<file path="config.mk">
export PLATFORM = sky130hd
export DESIGN_NAME = lifting_dct_4x4_fwd_inv_flat
export DESIGN_NICKNAME = d
export VERILOG_FILES = /design/src/ldct_pkg.sv /design/src/ldct_if.sv /design/src/ldct_lift.sv /design/src/lifting_dct_4x4_fwd_inv.sv /design/src/flat_wrapper.sv
export SDC_FILE = /design/constraint.sdc
export NUM_CORES = 2
export LEC_CHECK = 0
export BUFFER_PORTS_ARGS = -buffer_cell sky130_fd_sc_hd__buf_2
export CORE_MARGIN = 3
export CORE_UTILIZATION = 31
export CTS_CLUSTER_SIZE = 12
export DETAILED_ROUTE_END_ITERATION = 6
export MAX_ROUTING_LAYER = met4
export PLACE_DENSITY = 0.43
export REMOVE_ABC_BUFFERS = 1
export SLEW_MARGIN = 20
export SYNTH_ARGS = -nofsm -noshare
export SYNTH_HDL_FRONTEND = slang
export SYNTH_SLANG_ARGS = --single-unit
</file>
<file path="constraint.sdc">
create_clock -name clk -period 13.13 [get_ports clk]
set_input_delay 3.939 -clock clk [delete_from_list [all_inputs] [get_ports clk]]
set_output_delay 3.939 -clock clk [all_outputs]
set_load 0.005 [all_outputs]
</file>
<file path="src/ldct_pkg.sv">
// ============================================================================
// ldct_pkg : shared types, constants and micro-op table
// Word widths, the lifting micro-op encoding and the per-step program of the
// shared 1-D lifting unit for the 4x4 forward/inverse transform.
// ============================================================================
package ldct_pkg;

  localparam int IN_W      = 20;   // field width of input columns
  localparam int OUT_W     = 20;
  localparam int WORD_W    = 30;   // internal word, covers two passes of growth
  localparam int COEF_W    = 16;
  localparam int PROD_W    = WORD_W + COEF_W;
  localparam int STEP_W    = 4;
  localparam logic [STEP_W-1:0] LAST_STEP = 4'd12;

  typedef logic signed [WORD_W-1:0] word_t;
  typedef word_t vec_t [4];

  typedef enum logic [1:0] {
    OP_NOP,
    OP_ADD,
    OP_SUB,
    OP_MUL
  } op_t;

  // operand / destination selects inside the lifting unit
  typedef enum logic [2:0] {
    R_W0,
    R_W1,
    R_W2,
    R_W3,
    R_H,
    R_ZERO
  } reg_sel_t;

  // second operand shaping: plain, halved toward zero, rounded product
  typedef enum logic [1:0] {
    X_B,
    X_HALF,
    X_PROD
  } xsel_t;

  typedef enum logic [1:0] {
    C_23013,
    C_21407,
    C_18293
  } coef_t;

  typedef struct packed {
    op_t      op;
    xsel_t    xsel;
    reg_sel_t dst;
    reg_sel_t a;
    reg_sel_t b;
    coef_t    coef;
  } uop_t;

  typedef struct packed {
    logic start;
    logic inverse;
  } lift_ctl_t;

  typedef struct packed {
    logic busy;
    logic done;
  } lift_sts_t;

  function automatic logic signed [COEF_W-1:0] coef_value(coef_t c);
    logic signed [COEF_W-1:0] v;
    unique case (c)
      C_23013: v = 16'sd23013;
      C_21407: v = 16'sd21407;
      C_18293: v = 16'sd18293;
      default: v = '0;
    endcase
    return v;
  endfunction

  function automatic uop_t mk_uop(op_t op, xsel_t xs, reg_sel_t dst, reg_sel_t a,
                                  reg_sel_t b, coef_t c);
    uop_t u;
    u.op   = op;
    u.xsel = xs;
    u.dst  = dst;
    u.a    = a;
    u.b    = b;
    u.coef = c;
    return u;
  endfunction

  // Lifting program. Forward: w0..w3 = t0..t3 with t1/t2 swapped on load.
  // Inverse: w0..w3 = t0..t3, w1/w2 swapped on unload.
  function automatic uop_t lift_uop(logic inv, logic [STEP_W-1:0] step);
    uop_t u;
    u = mk_uop(OP_NOP, X_B, R_ZERO, R_ZERO, R_ZERO, C_23013);
    if (!inv) begin
      unique case (step)
        4'd0:    u = mk_uop(OP_SUB, X_B,    R_W3, R_W0,   R_W3,   C_23013);
        4'd1:    u = mk_uop(OP_ADD, X_B,    R_W2, R_W2,   R_W1,   C_23013);
        4'd2:    u = mk_uop(OP_ADD, X_HALF, R_H,  R_ZERO, R_W2,   C_23013);
        4'd3:    u = mk_uop(OP_SUB, X_B,    R_W1, R_H,    R_W1,   C_23013);
        4'd4:    u = mk_uop(OP_SUB, X_HALF, R_W0, R_W0,   R_W3,   C_23013);
        4'd5:    u = mk_uop(OP_ADD, X_B,    R_W0, R_W0,   R_H,    C_23013);
        4'd6:    u = mk_uop(OP_SUB, X_B,    R_W2, R_W0,   R_W2,   C_23013);
        4'd7:    u = mk_uop(OP_MUL, X_B,    R_ZERO, R_ZERO, R_W1, C_23013);
        4'd8:    u = mk_uop(OP_SUB, X_PROD, R_W3, R_W3,   R_ZERO, C_23013);
        4'd9:    u = mk_uop(OP_MUL, X_B,    R_ZERO, R_ZERO, R_W3, C_21407);
        4'd10:   u = mk_uop(OP_ADD, X_PROD, R_W1, R_W1,   R_ZERO, C_21407);
        4'd11:   u = mk_uop(OP_MUL, X_B,    R_ZERO, R_ZERO, R_W1, C_18293);
        4'd12:   u = mk_uop(OP_SUB, X_PROD, R_W3, R_W3,   R_ZERO, C_18293);
        default: u = mk_uop(OP_NOP, X_B,    R_ZERO, R_ZERO, R_ZERO, C_23013);
      endcase
    end else begin
      unique case (step)
        4'd0:    u = mk_uop(OP_MUL, X_B,    R_ZERO, R_ZERO, R_W1, C_18293);
        4'd1:    u = mk_uop(OP_ADD, X_PROD, R_W3, R_W3,   R_ZERO, C_18293);
        4'd2:    u = mk_uop(OP_MUL, X_B,    R_ZERO, R_ZERO, R_W3, C_21407);
        4'd3:    u = mk_uop(OP_SUB, X_PROD, R_W1, R_W1,   R_ZERO, C_21407);
        4'd4:    u = mk_uop(OP_MUL, X_B,    R_ZERO, R_ZERO, R_W1, C_23013);
        4'd5:    u = mk_uop(OP_ADD, X_PROD, R_W3, R_W3,   R_ZERO, C_23013);
        4'd6:    u = mk_uop(OP_SUB, X_B,    R_W2, R_W0,   R_W2,   C_23013);
        4'd7:    u = mk_uop(OP_ADD, X_HALF, R_H,  R_ZERO, R_W2,   C_23013);
        4'd8:    u = mk_uop(OP_SUB, X_B,    R_W0, R_W0,   R_H,    C_23013);
        4'd9:    u = mk_uop(OP_ADD, X_HALF, R_W0, R_W0,   R_W3,   C_23013);
        4'd10:   u = mk_uop(OP_SUB, X_B,    R_W1, R_H,    R_W1,   C_23013);
        4'd11:   u = mk_uop(OP_SUB, X_B,    R_W2, R_W2,   R_W1,   C_23013);
        4'd12:   u = mk_uop(OP_SUB, X_B,    R_W3, R_W0,   R_W3,   C_23013);
        default: u = mk_uop(OP_NOP, X_B,    R_ZERO, R_ZERO, R_ZERO, C_23013);
      endcase
    end
    return u;
  endfunction

endpackage

</file>
<file path="src/ldct_if.sv">
// ============================================================================
// ldct_if : valid/ready channels of the 4x4 lifting transform
// Row input, row result and direction write channels.
// ============================================================================
interface ldct_in_if;
  logic                                    valid;
  logic                                    ready;
  logic signed [ldct_pkg::IN_W-1:0]        in_0;
  logic signed [ldct_pkg::IN_W-1:0]        in_1;
  logic signed [ldct_pkg::IN_W-1:0]        in_2;
  logic signed [ldct_pkg::IN_W-1:0]        in_3;

  modport source (output valid, in_0, in_1, in_2, in_3, input ready);
  modport sink   (input valid, in_0, in_1, in_2, in_3, output ready);
endinterface

interface ldct_out_if;
  logic                                    valid;
  logic                                    ready;
  logic signed [ldct_pkg::OUT_W-1:0]       out_0;
  logic signed [ldct_pkg::OUT_W-1:0]       out_1;
  logic signed [ldct_pkg::OUT_W-1:0]       out_2;
  logic signed [ldct_pkg::OUT_W-1:0]       out_3;
  logic [1:0]                              out_row;
  logic                                    last_row;

  modport source (output valid, out_0, out_1, out_2, out_3, out_row, last_row,
                  input ready);
  modport sink   (input valid, out_0, out_1, out_2, out_3, out_row, last_row,
                  output ready);
endinterface

interface ldct_cfg_if;
  logic valid;
  logic ready;
  logic direction;

  modport source (output valid, direction, input ready);
  modport sink   (input valid, direction, output ready);
endinterface

</file>
<file path="src/ldct_lift.sv">
// ============================================================================
// ldct_lift : shared 1-D lifting unit
// Runs the 13-step forward or inverse lifting program on one 4-vector with a
// single add/subtract stage for the steps and a single registered multiplier.
// ============================================================================
module ldct_lift (
  input  logic               clk,
  input  logic               rst_n,
  input  ldct_pkg::lift_ctl_t ctl,
  input  ldct_pkg::vec_t     vin,
  output ldct_pkg::lift_sts_t sts,
  output ldct_pkg::vec_t     vout
);
  import ldct_pkg::*;

  logic              busy_r;
  logic              done_r;
  logic [STEP_W-1:0] step_r;
  logic              inv_r;

  word_t                     w0_r, w1_r, w2_r, w3_r, h_r;
  logic signed [PROD_W-1:0]  p_r;
  coef_t                     coef_r;

  uop_t                      uop;
  word_t                     a_val, b_val, half_b, x_val, res;
  word_t                     bsum;
  logic signed [PROD_W-1:0]  rsum, rsh, prod_nxt;
  logic                      go;

  assign go  = ctl.start && !busy_r;
  assign uop = lift_uop(inv_r, step_r);

  always_comb begin
    unique case (uop.a)
      R_W0:    a_val = w0_r;
      R_W1:    a_val = w1_r;
      R_W2:    a_val = w2_r;
      R_W3:    a_val = w3_r;
      R_H:     a_val = h_r;
      default: a_val = '0;
    endcase
    unique case (uop.b)
      R_W0:    b_val = w0_r;
      R_W1:    b_val = w1_r;
      R_W2:    b_val = w2_r;
      R_W3:    b_val = w3_r;
      R_H:     b_val = h_r;
      default: b_val = '0;
    endcase
  end

  // halve toward zero: bias negatives by one, then shift
  always_comb begin
    bsum   = b_val + $signed({{(WORD_W-1){1'b0}}, b_val[WORD_W-1]});
    half_b = bsum >>> 1;
  end

  // rounded product term (p + off) >> s
  always_comb begin
    if (coef_r == C_18293) begin
      rsum = p_r + 46'sd8192;
      rsh  = rsum >>> 14;
    end else begin
      rsum = p_r + 46'sd16384;
      rsh  = rsum >>> 15;
    end
  end

  assign prod_nxt = PROD_W'(b_val) * PROD_W'(coef_value(uop.coef));

  always_comb begin
    case (uop.xsel)
      X_HALF:  x_val = half_b;
      X_PROD:  x_val = rsh[WORD_W-1:0];
      default: x_val = b_val;
    endcase
    res = (uop.op == OP_SUB) ? a_val - x_val : a_val + x_val;
  end

  always_ff @(posedge clk) begin
    if (!rst_n) begin
      busy_r <= 1'b0;
      done_r <= 1'b0;
      step_r <= '0;
    end else begin
      done_r <= 1'b0;
      if (go) begin
        busy_r <= 1'b1;
        step_r <= '0;
      end else if (busy_r) begin
        if (step_r == LAST_STEP) begin
          busy_r <= 1'b0;
          done_r <= 1'b1;
        end else begin
          step_r <= step_r + 1'b1;
        end
      end
    end
  end

  always_ff @(posedge clk) begin
    if (go) begin
      inv_r <= ctl.inverse;
      w0_r  <= vin[0];
      w1_r  <= ctl.inverse ? vin[1] : vin[2];
      w2_r  <= ctl.inverse ? vin[2] : vin[1];
      w3_r  <= vin[3];
    end else if (busy_r) begin
      case (uop.op)
        OP_MUL: begin
          p_r    <= prod_nxt;
          coef_r <= uop.coef;
        end
        OP_ADD, OP_SUB: begin
          unique case (uop.dst)
            R_W0:    w0_r <= res;
            R_W1:    w1_r <= res;
            R_W2:    w2_r <= res;
            R_W3:    w3_r <= res;
            R_H:     h_r  <= res;
            default: ;
          endcase
        end
        default: ;
      endcase
    end
  end

  assign vout[0]  = w0_r;
  assign vout[1]  = inv_r ? w2_r : w1_r;
  assign vout[2]  = inv_r ? w1_r : w2_r;
  assign vout[3]  = w3_r;
  assign sts.busy = busy_r;
  assign sts.done = done_r;

  a_done_pulse: assert property (@(posedge clk) disable iff (!rst_n)
    done_r |=> !done_r)
    else $error("lift done held longer than one cycle");

  a_start_idle: assert property (@(posedge clk) disable iff (!rst_n)
    ctl.start |-> !busy_r)
    else $error("lift start while busy");

  a_last_done: assert property (@(posedge clk) disable iff (!rst_n)
    (busy_r && step_r == LAST_STEP && !ctl.start) |=> (done_r && !busy_r))
    else $error("lift program did not finish after last step");

endmodule

</file>
<file path="src/lifting_dct_4x4_fwd_inv.sv">
// ============================================================================
// lifting_dct_4x4_fwd_inv : 4x4 reversible integer lifting DCT, fwd/inv
// Collects four rows, runs two 1-D lifting passes on a shared unit and
// returns four saturated result rows.
// ============================================================================
// A block arrives as four row transactions; the first three return nothing.
// The fourth row starts the transform in the direction held in the direction
// register at that moment (0 forward: columns then rows; 1 inverse: rows then
// columns). One shared lifting unit processes the eight 1-D vectors in turn,
// each as an issue, the 13 program steps and a write-back; the four result
// rows then leave one per cycle when the sink is ready, row 3 flagged by
// last_row. The block takes no new row while it computes or emits. Results
// saturate to COEFF_WIDTH bits and are carried in the 20-bit fields as their
// low bits.
module lifting_dct_4x4_fwd_inv #(
  parameter int COEFF_WIDTH = 20
) (
  input  logic        clk,
  input  logic        rst_n,
  ldct_cfg_if.sink    cfg_ch,
  ldct_in_if.sink     in_ch,
  ldct_out_if.source  out_ch
);
  import ldct_pkg::*;

  localparam int SAT_W = 33;
  localparam logic signed [SAT_W-1:0] SAT_HI = (33'sd1 <<< (COEFF_WIDTH - 1)) - 33'sd1;
  localparam logic signed [SAT_W-1:0] SAT_LO = -SAT_HI - 33'sd1;

  typedef enum logic [3:0] {
    ST_LOAD  = 4'b0001,
    ST_ISSUE = 4'b0010,
    ST_WAIT  = 4'b0100,
    ST_OUT   = 4'b1000
  } state_t;

  state_t     state_r;
  logic [1:0] cnt_r;      // rows loaded, then rows emitted
  logic [2:0] pass_r;     // 1-D vector index, 0..7
  logic       inv_r;      // direction latched with the fourth row
  logic       dir_r;      // direction register

  word_t      blk_r [4][4];

  lift_ctl_t  ctl;
  lift_sts_t  sts;
  vec_t       vin, vout;

  logic       in_acc, out_acc, col_mode, wb;

  function automatic logic signed [OUT_W-1:0] sat_out(word_t v);
    logic signed [SAT_W-1:0] ve;
    ve = SAT_W'(v);
    if (ve > SAT_HI) ve = SAT_HI;
    else if (ve < SAT_LO) ve = SAT_LO;
    return ve[OUT_W-1:0];
  endfunction

  assign in_acc  = in_ch.valid && in_ch.ready;
  assign out_acc = out_ch.valid && out_ch.ready;
  assign wb      = (state_r == ST_WAIT) && sts.done;

  // forward does columns first, inverse rows first
  assign col_mode = pass_r[2] ~^ inv_r;

  // the next vector is always column 0 or row 0; write-back rotates the block
  always_comb begin
    for (int i = 0; i < 4; i++) begin
      vin[i] = col_mode ? blk_r[i][0] : blk_r[0][i];
    end
  end

  assign ctl.start   = (state_r == ST_ISSUE);
  assign ctl.inverse = inv_r;

  ldct_lift u_lift (
    .clk   (clk),
    .rst_n (rst_n),
    .ctl   (ctl),
    .vin   (vin),
    .sts   (sts),
    .vout  (vout)
  );

  // direction register: always ready; the user writes it between blocks, the block does not enforce this
  assign cfg_ch.ready = 1'b1;

  always_ff @(posedge clk) begin
    if (!rst_n) begin
      dir_r <= 1'b0;
    end else if (cfg_ch.valid) begin
      dir_r <= cfg_ch.direction;
    end
  end

  // sequencer
  always_ff @(posedge clk) begin
    if (!rst_n) begin
      state_r <= ST_LOAD;
      cnt_r   <= '0;
      pass_r  <= '0;
      inv_r   <= 1'b0;
    end else begin
      unique case (state_r)
        ST_LOAD: begin
          if (in_acc) begin
            cnt_r <= cnt_r + 1'b1;
            if (cnt_r == 2'd3) begin
              state_r <= ST_ISSUE;
              pass_r  <= '0;
              inv_r   <= dir_r;
            end
          end
        end
        ST_ISSUE: begin
          state_r <= ST_WAIT;
        end
        ST_WAIT: begin
          if (sts.done) begin
            pass_r <= pass_r + 1'b1;
            state_r <= (pass_r == 3'd7) ? ST_OUT : ST_ISSUE;
          end
        end
        ST_OUT: begin
          if (out_acc) begin
            cnt_r <= cnt_r + 1'b1;
            if (cnt_r == 2'd3) state_r <= ST_LOAD;
          end
        end
        default: state_r <= ST_LOAD;
      endcase
    end
  end

  // block store: rows shift up on load and emit; vectors rotate on write-back
  always_ff @(posedge clk) begin
    if (in_acc) begin
      for (int r = 0; r < 3; r++) begin
        for (int c = 0; c < 4; c++) blk_r[r][c] <= blk_r[r+1][c];
      end
      blk_r[3][0] <= WORD_W'(in_ch.in_0);
      blk_r[3][1] <= WORD_W'(in_ch.in_1);
      blk_r[3][2] <= WORD_W'(in_ch.in_2);
      blk_r[3][3] <= WORD_W'(in_ch.in_3);
    end else if (wb) begin
      if (col_mode) begin
        for (int r = 0; r < 4; r++) begin
          for (int c = 0; c < 3; c++) blk_r[r][c] <= blk_r[r][c+1];
          blk_r[r][3] <= vout[r];
        end
      end else begin
        for (int r = 0; r < 3; r++) begin
          for (int c = 0; c < 4; c++) blk_r[r][c] <= blk_r[r+1][c];
        end
        for (int c = 0; c < 4; c++) blk_r[3][c] <= vout[c];
      end
    end else if (out_acc) begin
      for (int r = 0; r < 3; r++) begin
        for (int c = 0; c < 4; c++) blk_r[r][c] <= blk_r[r+1][c];
      end
    end
  end

  assign in_ch.ready     = (state_r == ST_LOAD);
  assign out_ch.valid    = (state_r == ST_OUT);
  assign out_ch.out_0    = sat_out(blk_r[0][0]);
  assign out_ch.out_1    = sat_out(blk_r[0][1]);
  assign out_ch.out_2    = sat_out(blk_r[0][2]);
  assign out_ch.out_3    = sat_out(blk_r[0][3]);
  assign out_ch.out_row  = cnt_r;
  assign out_ch.last_row = (cnt_r == 2'd3);

  a_fourth_row: assert property (@(posedge clk) disable iff (!rst_n)
    (in_acc && cnt_r == 2'd3) |=> (state_r == ST_ISSUE && pass_r == 3'd0))
    else $error("fourth row did not start the transform");

  a_to_out: assert property (@(posedge clk) disable iff (!rst_n)
    (wb && pass_r == 3'd7) |=> (out_ch.valid && cnt_r == 2'd0))
    else $error("eighth vector did not start the result rows");

  a_issue_idle: assert property (@(posedge clk) disable iff (!rst_n)
    (state_r == ST_ISSUE) |-> !sts.busy)
    else $error("vector issued to a busy lifting unit");

  a_last_back: assert property (@(posedge clk) disable iff (!rst_n)
    (out_acc && out_ch.last_row) |=> (in_ch.ready && cnt_r == 2'd0))
    else $error("block not ready for rows after last result row");

endmodule
</file>
<file path="src/flat_wrapper.sv">
// flat-port wrapper written by rule: the top's interface ports become plain ports
module lifting_dct_4x4_fwd_inv_flat import ldct_pkg::*;
#(
  parameter int COEFF_WIDTH = 20
)
  (clk, rst_n, cfg_ch_valid, cfg_ch_direction, cfg_ch_ready, in_ch_valid, in_ch_in_0, in_ch_in_1, in_ch_in_2, in_ch_in_3, in_ch_ready, out_ch_valid, out_ch_out_0, out_ch_out_1, out_ch_out_2, out_ch_out_3, out_ch_out_row, out_ch_last_row, out_ch_ready);
  ldct_cfg_if cfg_ch_i ();
  ldct_in_if in_ch_i ();
  ldct_out_if out_ch_i ();
  input  logic clk;
  input  logic rst_n;
  input wire logic [$bits(cfg_ch_i.valid)-1:0] cfg_ch_valid;
  input wire logic [$bits(cfg_ch_i.direction)-1:0] cfg_ch_direction;
  output wire logic [$bits(cfg_ch_i.ready)-1:0] cfg_ch_ready;
  input wire logic [$bits(in_ch_i.valid)-1:0] in_ch_valid;
  input wire logic [$bits(in_ch_i.in_0)-1:0] in_ch_in_0;
  input wire logic [$bits(in_ch_i.in_1)-1:0] in_ch_in_1;
  input wire logic [$bits(in_ch_i.in_2)-1:0] in_ch_in_2;
  input wire logic [$bits(in_ch_i.in_3)-1:0] in_ch_in_3;
  output wire logic [$bits(in_ch_i.ready)-1:0] in_ch_ready;
  output wire logic [$bits(out_ch_i.valid)-1:0] out_ch_valid;
  output wire logic [$bits(out_ch_i.out_0)-1:0] out_ch_out_0;
  output wire logic [$bits(out_ch_i.out_1)-1:0] out_ch_out_1;
  output wire logic [$bits(out_ch_i.out_2)-1:0] out_ch_out_2;
  output wire logic [$bits(out_ch_i.out_3)-1:0] out_ch_out_3;
  output wire logic [$bits(out_ch_i.out_row)-1:0] out_ch_out_row;
  output wire logic [$bits(out_ch_i.last_row)-1:0] out_ch_last_row;
  input wire logic [$bits(out_ch_i.ready)-1:0] out_ch_ready;
  assign cfg_ch_i.valid = cfg_ch_valid;
  assign cfg_ch_i.direction = cfg_ch_direction;
  assign cfg_ch_ready = cfg_ch_i.ready;
  assign in_ch_i.valid = in_ch_valid;
  assign in_ch_i.in_0 = in_ch_in_0;
  assign in_ch_i.in_1 = in_ch_in_1;
  assign in_ch_i.in_2 = in_ch_in_2;
  assign in_ch_i.in_3 = in_ch_in_3;
  assign in_ch_ready = in_ch_i.ready;
  assign out_ch_valid = out_ch_i.valid;
  assign out_ch_out_0 = out_ch_i.out_0;
  assign out_ch_out_1 = out_ch_i.out_1;
  assign out_ch_out_2 = out_ch_i.out_2;
  assign out_ch_out_3 = out_ch_i.out_3;
  assign out_ch_out_row = out_ch_i.out_row;
  assign out_ch_last_row = out_ch_i.last_row;
  assign out_ch_i.ready = out_ch_ready;
  lifting_dct_4x4_fwd_inv #(.COEFF_WIDTH(COEFF_WIDTH)) u_core (.clk(clk), .rst_n(rst_n), .cfg_ch(cfg_ch_i), .in_ch(in_ch_i), .out_ch(out_ch_i));
endmodule
</file>
* Word level (Yosys, flattened, before mapping)
Memories as Yosys holds them, arrays and structs flattened. A register that Yosys moved wholly into a read port is not among the register bits.
Cells that the tools add are included.
** Cells by class
- Add/sub/neg operators :: 8
- Multiply operators :: 1
- $lt $le $gt $ge :: 8
- Equal/unequal tests :: 32
- Multiplexer cells :: 118
- Bitwise logic cells :: 49
- Reductions and logical operators :: 31
** Operator list (number)
- 2-to-1 mux 30 bit :: 69
- case mux 30 bit (5 select lines) :: 2
- 2-to-1 mux 20 bit :: 8
- greater-than comparator 30 x 20 -> 1 bit, second input constant :: 4
- < comparator 30 x 20 -> 1 bit, second input constant :: 4
- case mux 30 bit (2 select lines) :: 1
- adder 45 x 16 -> 45 bit, second input constant :: 1
- multiplier 30 x 16 -> 45 bit :: 1
- case mux 15 bit (3 select lines) :: 1
- adder 44 x 15 -> 44 bit, second input constant :: 1
- bitwise OR 1 bit :: 44
- 2-to-1 mux 4 bit :: 10
- adder 30 x 2 -> 30 bit :: 1
- adder 30 bit :: 1
- subtractor 30 bit :: 1
- AND reduction 3 bit :: 7
- == test 3 x 2 -> 1 bit, second input constant :: 6
- 2-to-1 mux 1 bit :: 18
- case mux 4 bit (4 select lines) :: 1
- nonzero test 2 bit :: 8
- 2-to-1 mux 15 bit :: 1
- == test 2 bit, second input constant :: 6
- == test 3 bit, second input constant :: 4
- inequality test 2 bit, second input constant :: 5
- 24 further kinds :: 42
** Word-level totals
- Bits in registers :: 215
- Memory bits (writable) :: 480
- Bits in read-only memories :: 480
- Bits of input ports :: 86
- Output and inout bits :: 86
- Word-level logic and storage cells :: 266
- Memories kept :: 3
** Memory list
- u_core.blk_r :: words 4, width 120, rd ports 4, clocked after memory_dff 0, wr ports 4, RTL line lifting_dct_4x4_fwd_inv.sv:43 : word_t blk_r [4][4];
- (no name shown) :: words 16, width 15, rd ports 1, clocked after memory_dff 1, wr ports 0, RTL line ldct_pkg.sv:97 : unique case (step)
- (no name shown) :: words 16, width 15, rd ports 1, clocked after memory_dff 1, wr ports 0, RTL line ldct_pkg.sv:114 : unique case (step)

* Longest topological paths before layout
- Word-level depth :: 11
- Gate-level depth with buffers :: 37
- Depth with buffers taken out :: 33

* Cells and area by module
A second synthesis with hierarchy kept.
** Unflattened totals
- Cells, all modules :: 4832
- Area, all modules :: 53789.1 um^2
** Modules (own cells, without submodules)
- ldct_lift :: instances 1, cells an instance 3303, area each 30633.1 um^2, seq. area each 6276.0 um^2
- lifting_dct_4x4_fwd_inv :: instances 1, cells an instance 1529, area each 23156.0 um^2, seq. area each 14634.0 um^2

* Worst setup path after synthesis
OpenSTA, ideal clock, no wires.
- Kind :: input to register
- From :: input port out_ch_ready
- To :: memory u_core.blk_r[0][0] in the netlist's numbering (enable)
- Setup time :: 2.446 ns
- Arrival :: 9.403 ns
- Required time :: 10.684 ns
- Setup slack :: 1.281 ns
- Stages :: 2
- Buffers on the path :: 0
- Cell sequence :: nand2_1 nand3_1
** RTL lines
- start: declaration :: RTL line flat_wrapper.sv:28 : input wire logic [$bits(out_ch_i.ready)-1:0] out_ch_ready;
- end: declaration :: RTL line lifting_dct_4x4_fwd_inv.sv:43

* Final worst setup path
- From :: register u_core.u_lift.inv_r
- To :: register u_core.u_lift.p_r[44] (data pin)
** On the way
- Cells in the longest elaborated chain, start to end :: 4
- Elaborated cells between the ends (all ways) :: 12
- Those cells by class :: 1 x mul; 6 x eq/ne; 3 x mux; 2 x reduce/logical
** RTL lines
- start: declaration :: RTL line ldct_lift.sv:19 : logic inv_r;
- start signal: assignment :: RTL line ldct_lift.sv:104 : inv_r <= ctl.inverse;
- 2-to-1 mux 15 bit (*) :: RTL line ldct_pkg.sv:96 : if (!inv) begin
- == test 3 bit, or another cell as far along :: RTL line ldct_lift.sv:43 : unique case (uop.b)
- case mux 30 bit (5 select lines) or case mux 15 bit (3 select lines) (tied branches) :: RTL line ldct_lift.sv:43, ldct_pkg.sv:70
- multiplier 30 x 16 -> 45 bit (*) :: RTL line ldct_lift.sv:70 : assign prod_nxt = PROD_W'(b_val) * PROD_W'(coef_value(uop.coef));
- net u_core.u_lift.prod_nxt[44] :: RTL line ldct_lift.sv:28 : logic signed [PROD_W-1:0] rsum, rsh, prod_nxt;
- end signal: assignment :: RTL line ldct_lift.sv:112 : p_r <= prod_nxt;
- end: declaration :: RTL line ldct_lift.sv:22 : logic signed [PROD_W-1:0] p_r;
The timed path passes the listed nets; every way through them passes the cells marked *.
A chain may end at the register's enable or synchronous reset.

==> run metrics <==
status finished with violations; failing checks DRC; Placer Congestion 0.9459; Clock Sinks 712; share of post-route cells with drive strength above 1 17.66%; worst hold-check path type reg -> reg; slowest stage delay, CP 920 ps; Worst Tran Pin Value 1165 ps; pwr dens 102.1 mW/mm2; filler cell count 16900; post-DR vias/cell 5.291; post-synthesis sequential area ratio 39.55%; max-slew violations 0; Tot GR Track Use 22.37%; hold depth 2; Root Buffer clkbuf_16; Post-DRT Antenna Nets 0; crit path kind reg -> reg; Crit. End Element flip-flop; Clk pwr share 40.0%; FF+latch count, synth 712; Inst Count DP 7072; Syn Inst Count 4876; Area growth syn-to-layout 12.20%; leak pwr 24.19 nW; Net Switching 1.646 mW; Period minus WS final 10470 ps; Comb power frac 13.2%; Worst-path clk slew 60 ps; r2r setup slk 2660 ps; CTS tree done; core area 0.1683 mm2; most frequent cells in the layout nand2_1, edfxtp_1, inv_1, fa_1, mux2_2; Critical-path top delay cell nor4_1; Reg area 0.02092 mm2; Req. time, crit path 13560 ps; VDD IR-drop max 100.2 uV; Die Wd 419.0 um; commonest non-fill, non-tap cell in the layout nand2_1; Final HPWL DP 143100 um; final-stage net count 5588; syn_area_per_cell 10.84 um2; Post-synth EDFFs 665; Seq pwr share 46.8%; Fmax 95.52 MHz; Rows 150; RSZ-0062 raised after global routing no; max_cap viols 0; DR WL/cell 26.43 um; DIE AREA 0.1755 mm2; Hold Path Sink u_core.pass_r[1]$_SDFFE_PN0P_; final setup violation count 0; Tcrit/Tclk final 79.73%; fin cells 7235; critical path's most frequent cell fa_1; min-delay src u_core.pass_r[1]$_SDFFE_PN0P_; Most used DFF post-synth edfxtp_1; pre-CTS WS 2763 ps; crit path max fanout 96; critical path arrival 10900 ps; total gr overflow 0; via count 38280; Hold Violations, Final 0; Multi-input gate area 0.02926 mm2; Ys Warns 0; die height 419.0 um; Post CTS Setup Buffer Count 0; first-pass GRT wire length 280400 um; CTS Hold Bufs 0; Slew HR 22.30%; Post-CTS Resized 0; switching power share of the total 27.19%; crit path launch type flip-flop; Async SR Flop Fraction 0%; initial core utilization 31.41%; CTS Buffer Depth 3; port bufs 170; final WL 191200 um; number of global-route vias before repair 39190; CTS H-Tree Depth 3; DRT Pass-1 Iters 7; RR Endpoint u_core.u_lift.p_r[44]$_DFFE_PP_; Post-Synthesis Cell Area 0.05287 mm2; origin of the critical flop-to-flop path u_core.u_lift.inv_r$_DFFE_PP_; cell internal pwr 4.409 mW; number of DRC markers in iteration 0 3406; Worst Setup Slack, final 2661 ps; number of remaining DRC errors 4; Layout Skew 64.02 ps; initial antenna violation count 6; I/O pin total 172; TritonCTS Buffers 88; Unique masters post-synth 118; worst-skew pair later-pin latency 740 ps; r2r worst-path depth 28; largest net degree at the start of global routing 169
[power groups by stage]
stage	sequential (mW)	clock [mW]	combinational, mW
global route	2.85	2.57	0.899
detailed placement	2.88	0	0.819
finish	2.83	2.42	0.802
floorplan	2.85	0	0.537
CTS	2.83	2.48	0.821
global placement	2.88	0	0.811
[cells in the mapped netlist (20+ instances only)]
cell type | instances | area [um2]
o21ai_0 | 216 | 1081
nand3_1 | 69 | 345.3
inv_1 | 519 | 1948
a221oi_1 | 34 | 297.8
mux2_2 | 332 | 3739
clkbuf_1 | 224 | 840.8
a21o_1 | 42 | 315.3
nor2_1 | 231 | 867.1
mux2i_1 | 119 | 1191
ha_1 | 156 | 1952
nand2b_1 | 26 | 162.7
nand4_1 | 28 | 175.2
o21a_1 | 91 | 683.2
nor2b_1 | 31 | 193.9
o211ai_1 | 20 | 150.1
a31oi_1 | 41 | 256.5
a21oi_1 | 220 | 1101
dfxtp_1 | 47 | 940.9
mux4_2 | 62 | 1396
nand2_1 | 747 | 2804
and2_1 | 54 | 337.8
nor3_1 | 30 | 150.1
o22ai_1 | 21 | 131.4
xor2_1 | 37 | 324.1
fa_1 | 388 | 7767
a222oi_1 | 31 | 310.3
xnor2_1 | 71 | 621.9
edfxtp_1 | 665 | 19970
[metal layers]
metal | track usage [%] | up-vias | part of all wire [%]
li1 | - | 17300 | -
met1 | 30.96 | 19720 | 46
met2 | 35.37 | 1040 | 47
met3 | 2.306 | 224 | 4.2
met4 | 5.263 | 0 | 2.4
met5 | - | - | 0
[cell type report]
type                    instances  share of cell area, %
clock buffers                 106                  3.860
diodes                          4                0.01687
clock inverters                53                 0.8521
flip-flops and latches        712                  35.26
repair buffers                261                  2.734
multi-input cells            3375                  49.33
inverters                     520                  3.297
well taps                    2204                  4.649
[worst max-delay path: cells and delay by family, from the launching register on]
family,cells,cell delay (ps)
mux,1,320
compound gates,8,2880
simple gates,6,2000
buf+inv,5,1090
xor+xnor,1,130
flops,1,370
fa+ha+maj,7,3280
[flip-flops by register name, indices dropped and copies added (netlist names), named ones only]
name	flops
u_core.dir_r	1
u_core.blk_r	480
u_core.u_lift.w0_r	30
u_core.u_lift.w2_r	30
u_core.u_lift.h_r	30
u_core.inv_r	1
u_core.u_lift.coef_r	2
u_core.u_lift.p_r	32
u_core.u_lift.step_r	4
u_core.state_r	4
u_core.u_lift.w1_r	30
u_core.u_lift.done_r	1
u_core.u_lift.busy_r	1
u_core.out_ch.out_row	2
u_core.u_lift.w3_r	30
u_core.u_lift.inv_r	1
u_core.pass_r	3
[through the flow]
step                      total power, mW  hold slack [ps]  TNS (ps)  util (%)  area, um2
after floorplan                     3.390            440.2  -2438280         -      51770
after global placement              3.688            458.1         0     33.57      56510
after detailed placement            3.695            463.7         0     33.57      56510
after CTS                           6.138            469.8         0     35.23      59310
after global routing                6.318            508.8         0     35.23      59310
final                               6.055            465.0         0     35.24      59320
[kinds of logic after synthesis]
family          after synthesis  share of synthesized area [%]
compound gates              881                          11.16
xor+xnor                    109                          1.820
fa+ha+maj                   544                          18.38
buf+inv                     789                          5.777
flops                       712                          39.55
mux                         518                          12.13
other cells                   1                       0.007093
simple gates               1322                          11.17
[worst max path at each step]
stage / from / end / slack, ps / depth (start not counted)
floorplan: u_core.pass_r[2]$_SDFFE_PN0P_ / u_core.blk_r[0][0]$_DFFE_PP_ / -5720 / 3
global placement: u_core.u_lift.inv_r$_DFFE_PP_ / u_core.u_lift.p_r[44]$_DFFE_PP_ / 2820 / 28
detailed placement: u_core.u_lift.inv_r$_DFFE_PP_ / u_core.u_lift.p_r[44]$_DFFE_PP_ / 2760 / 28
CTS: u_core.u_lift.inv_r$_DFFE_PP_ / u_core.u_lift.p_r[44]$_DFFE_PP_ / 2680 / 28
global route: u_core.u_lift.inv_r$_DFFE_PP_ / u_core.u_lift.p_r[44]$_DFFE_PP_ / 2120 / 28
finish: u_core.u_lift.inv_r$_DFFE_PP_ / u_core.u_lift.p_r[44]$_DFFE_PP_ / 2660 / 28
(Power assumes the default switching activity.)
